==> src/hw/rtl/tlsf_ram.sv <==
// ----------------------------------------------------------------------------
// tlsf_ram: generic simple dual-port ram
// one write port, one read port with registered read data
// ----------------------------------------------------------------------------
module tlsf_ram #(
    parameter int WIDTH = 8,
    parameter int DEPTH = 16
) (
    input  logic                     i_clk,
    input  logic                     i_we,
    input  logic [$clog2(DEPTH)-1:0] i_waddr,
    input  logic [WIDTH-1:0]         i_wdata,
    input  logic                     i_re,
    input  logic [$clog2(DEPTH)-1:0] i_raddr,
    output logic [WIDTH-1:0]         o_rdata
);

    logic [WIDTH-1:0] r_mem [DEPTH];
    logic [WIDTH-1:0] r_rdata;

    always_ff @(posedge i_clk) begin
        if (i_we) begin
            r_mem[i_waddr] <= i_wdata;
        end
        if (i_re) begin
            r_rdata <= r_mem[i_raddr];
        end
    end

    assign o_rdata = r_rdata;

endmodule

==> config.mk <==
export PLATFORM = sky130hd
export DESIGN_NAME = tlsf_ram
export DESIGN_NICKNAME = d
export VERILOG_FILES = /design/src/hw/rtl/tlsf_ram.sv
export SDC_FILE = /design/constraint.sdc
export NUM_CORES = 1
export LEC_CHECK = 0
export BUFFER_PORTS_ARGS = -buffer_cell sky130_fd_sc_hd__buf_2
export CORE_UTILIZATION = 45
export CTS_CLUSTER_SIZE = 24
export DETAILED_ROUTE_END_ITERATION = 8
export GPL_TIMING_DRIVEN = 1
export HOLD_SLACK_MARGIN = 0.06
export PLACE_DENSITY = 0.73
export SETUP_SLACK_MARGIN = 0.3
export SLEW_MARGIN = 20
export SYNTH_ARGS = -nofsm -noshare
export SYNTH_HDL_FRONTEND = slang
export SYNTH_SLANG_ARGS = --single-unit
==> constraint.sdc <==
create_clock -name i_clk -period 2.21 [get_ports i_clk]
set_clock_uncertainty 0.05 [all_clocks]
set_input_delay 0.1105 -clock i_clk [delete_from_list [all_inputs] [get_ports i_clk]]
set_output_delay 0.1105 -clock i_clk [all_outputs]
set_load 0.005 [all_outputs]
==> flow_summary.json <==
{
  "status": "finished, final reports clean",
  "layout_common_cells": "edfxtp_1, buf_2, mux4_2, buf_4, clkbuf_16",
  "p_leak_uw": 0.00217,
  "yosysWarnings": 0,
  "cts_max_level": 4,
  "maxCapViolCount": 0,
  "ff2ff_path_depth": 3,
  "cts_buffers": 17,
  "hold-worst-slack_ps": 210,
  "ioPinCount": 27,
  "mostFrequentLayoutCell": "edfxtp_1",
  "nFillCells": 783,
  "dp.cells": 404,
  "hold_path_end": "r_mem[1][2]",
  "syn-cell-area_um2": 5230,
  "synth_top_cell_area_share": 0.781,
  "dr_total_vias": 2473,
  "placementRows": 38,
  "clk_pin_slew_ps": 60,
  "drt_iter0_markers": 235,
  "chipHeight_um": 110,
  "place.port_buffers": 26,
  "syn_to_final_growth_pct": 21.5,
  "critPathMaxFanout": 1,
  "hp-class": "in2reg",
  "fmax_mhz": 641,
  "cts_tree": "done",
  "drt-vias-per-instance": 5.56,
  "power.density_nw_per_um2": 996,
  "dieArea_um2": 12100,
  "die_x_um": 110,
  "cts-root-buf": "clkbuf_16",
  "cts_max_path_buffers": 2,
  "drive_gt1_frac": 0.302,
  "endpoint_kind": "flip-flop",
  "critPathLaunchType": "flip-flop",
  "worst_slew_pin_slew_ps": 784,
  "nNetsFinal": 311,
  "drtAntennaViolNets": 0,
  "cts_resized": 0,
  "required_ps": 2320,
  "grtUsageTotal": 0.187,
  "rsz0062_at_grt": "false",
  "diodes": 0,
  "finalCritPeriodShare": 0.706,
  "syn_inst": 229,
  "irDropWorstVdd_v": 0.000580,
  "hold_depth": 3,
  "clk_latency_ps": 410,
  "synth-seq-area-share": 0.781,
  "rr_endpoint": "o_rdata[3]",
  "first_pass_iters": 6,
  "power_uw": 6330,
  "avgSynthCellArea_um2": 22.8,
  "cp.arrival_ps": 1670,
  "gp_congestion": 0.749,
  "hold_path_startpoint": "i_waddr[3]",
  "drc": 0,
  "relSlewSlack": 0.476,
  "hold_viol_final": 0,
  "drt-total-wl_um": 9950,
  "clkSinkCount": 136,
  "reg2reg_slack_ps": 650,
  "r2r-start": "r_mem[5][3]",
  "initial_core_util": 0.472,
  "grt_pass1_vias": 2589,
  "path_class": "reg2reg",
  "slew_viol_final": 0,
  "grt_max_degree": 33,
  "yosys.area.top_type": "edfxtp_1",
  "dpl_cell_area_um2": 5600,
  "final-setup-viol-count": 0,
  "ys_types": 18,
  "antenna_found_initial": 0,
  "overflow": 0,
  "synthTopCellsByArea": "edfxtp_1, mux4_2, mux4_1",
  "final_cell_area_um2": 6350,
  "fin_crit_ps": 1560,
  "dp_hpwl_um": 6330,
  "finalNonFillerCells": 445,
  "syn-num-nets": 248,
  "yosys_register_bits": 136,
  "finalSetupTns_ps": 0,
  "grt_pass1_wl_um": 15100,
  "wl_per_cell_um": 22.4,
  "core-area_um2": 11100
}
==> repair_timing <==
| action | CTS | global route |
|---|---|---|
| setup buffers | 0 | 0 |
| hold buffers | 9 | 0 |
| endpoints found under the hold margin | 136 | 0 |
==> Yosys cell counts, drive strengths merged <==
master / instances
a22oi: 16
and2: 1
and2b: 1
buf: 7
clkdlybuf4s25: 3
edfxtp: 136
mux4: 32
nand2: 9
nand2b: 2
nand3: 1
nand3b: 2
nor2: 13
nor2b: 1
nor3: 4
or3b: 1
==> power by group <==
group          leakage, uW  switching (uW)  internal (uW)
Sequential         0.00124            15.0           2910
Combinational     0.000616             152            121
Clock             0.000316            1020           2120
Total              0.00217            1180           5140
==> routing by layer <==
metal,up-vias,track usage,part of all wire
li1,1108,-,-
met1,1266,0.234,0.42
met2,86,0.308,0.51
met3,13,0.0480,0.047
met4,0,0.0829,0.017
met5,-,0,0
==> per-stage QoR <==
step                 util  setup slack [ps]
floorplan               -               557
global placement    0.506               457
detailed placement  0.506               436
CTS                 0.573               648
global route        0.573               609
finish              0.573               650
==> registers in the layout (all words and copies together), names as in the netlist <==
register,flops
o_rdata,8
r_mem,128
==> how the worst max path moves through the flow <==
stage,from,end,slack (ps),cells past startpoint
after floorplan,i_waddr[2],r_mem[0][0],560,2
after global placement,i_raddr[0],o_rdata[3],460,5
after detailed placement,i_raddr[0],o_rdata[1],440,5
after CTS,r_mem[0][2],o_rdata[2],650,3
after global routing,r_mem[5][3],o_rdata[3],610,3
final,r_mem[5][3],o_rdata[3],650,3
==> cell type report <==
cell class                 instances  area (um2)  share of cell area
sequential                       136        4080               0.643
clock inverter                    12         223              0.0351
multi-input combinational         83        1060               0.166
clock buffer                      20         437              0.0688
timing repair buffer              54         375              0.0591
tap                              140         175              0.0276
==> logic make-up after synthesis <==
group,after synthesis,synth area share
flip-flops,136,0.781
buffers and inverters,10,0.0165
AND/OR/NAND/NOR,35,0.0314
multiplexers,32,0.148
AO/OA/AOI/OAI,16,0.0230
==> worst max-delay path, stage by stage, from the launching register on <==
cell and delay (ps):
edfxtp_1 370, mux4_1 560, a22oi_1 230, nand2_1 90
No activity file was read; power rests on OpenSTA's default activity.
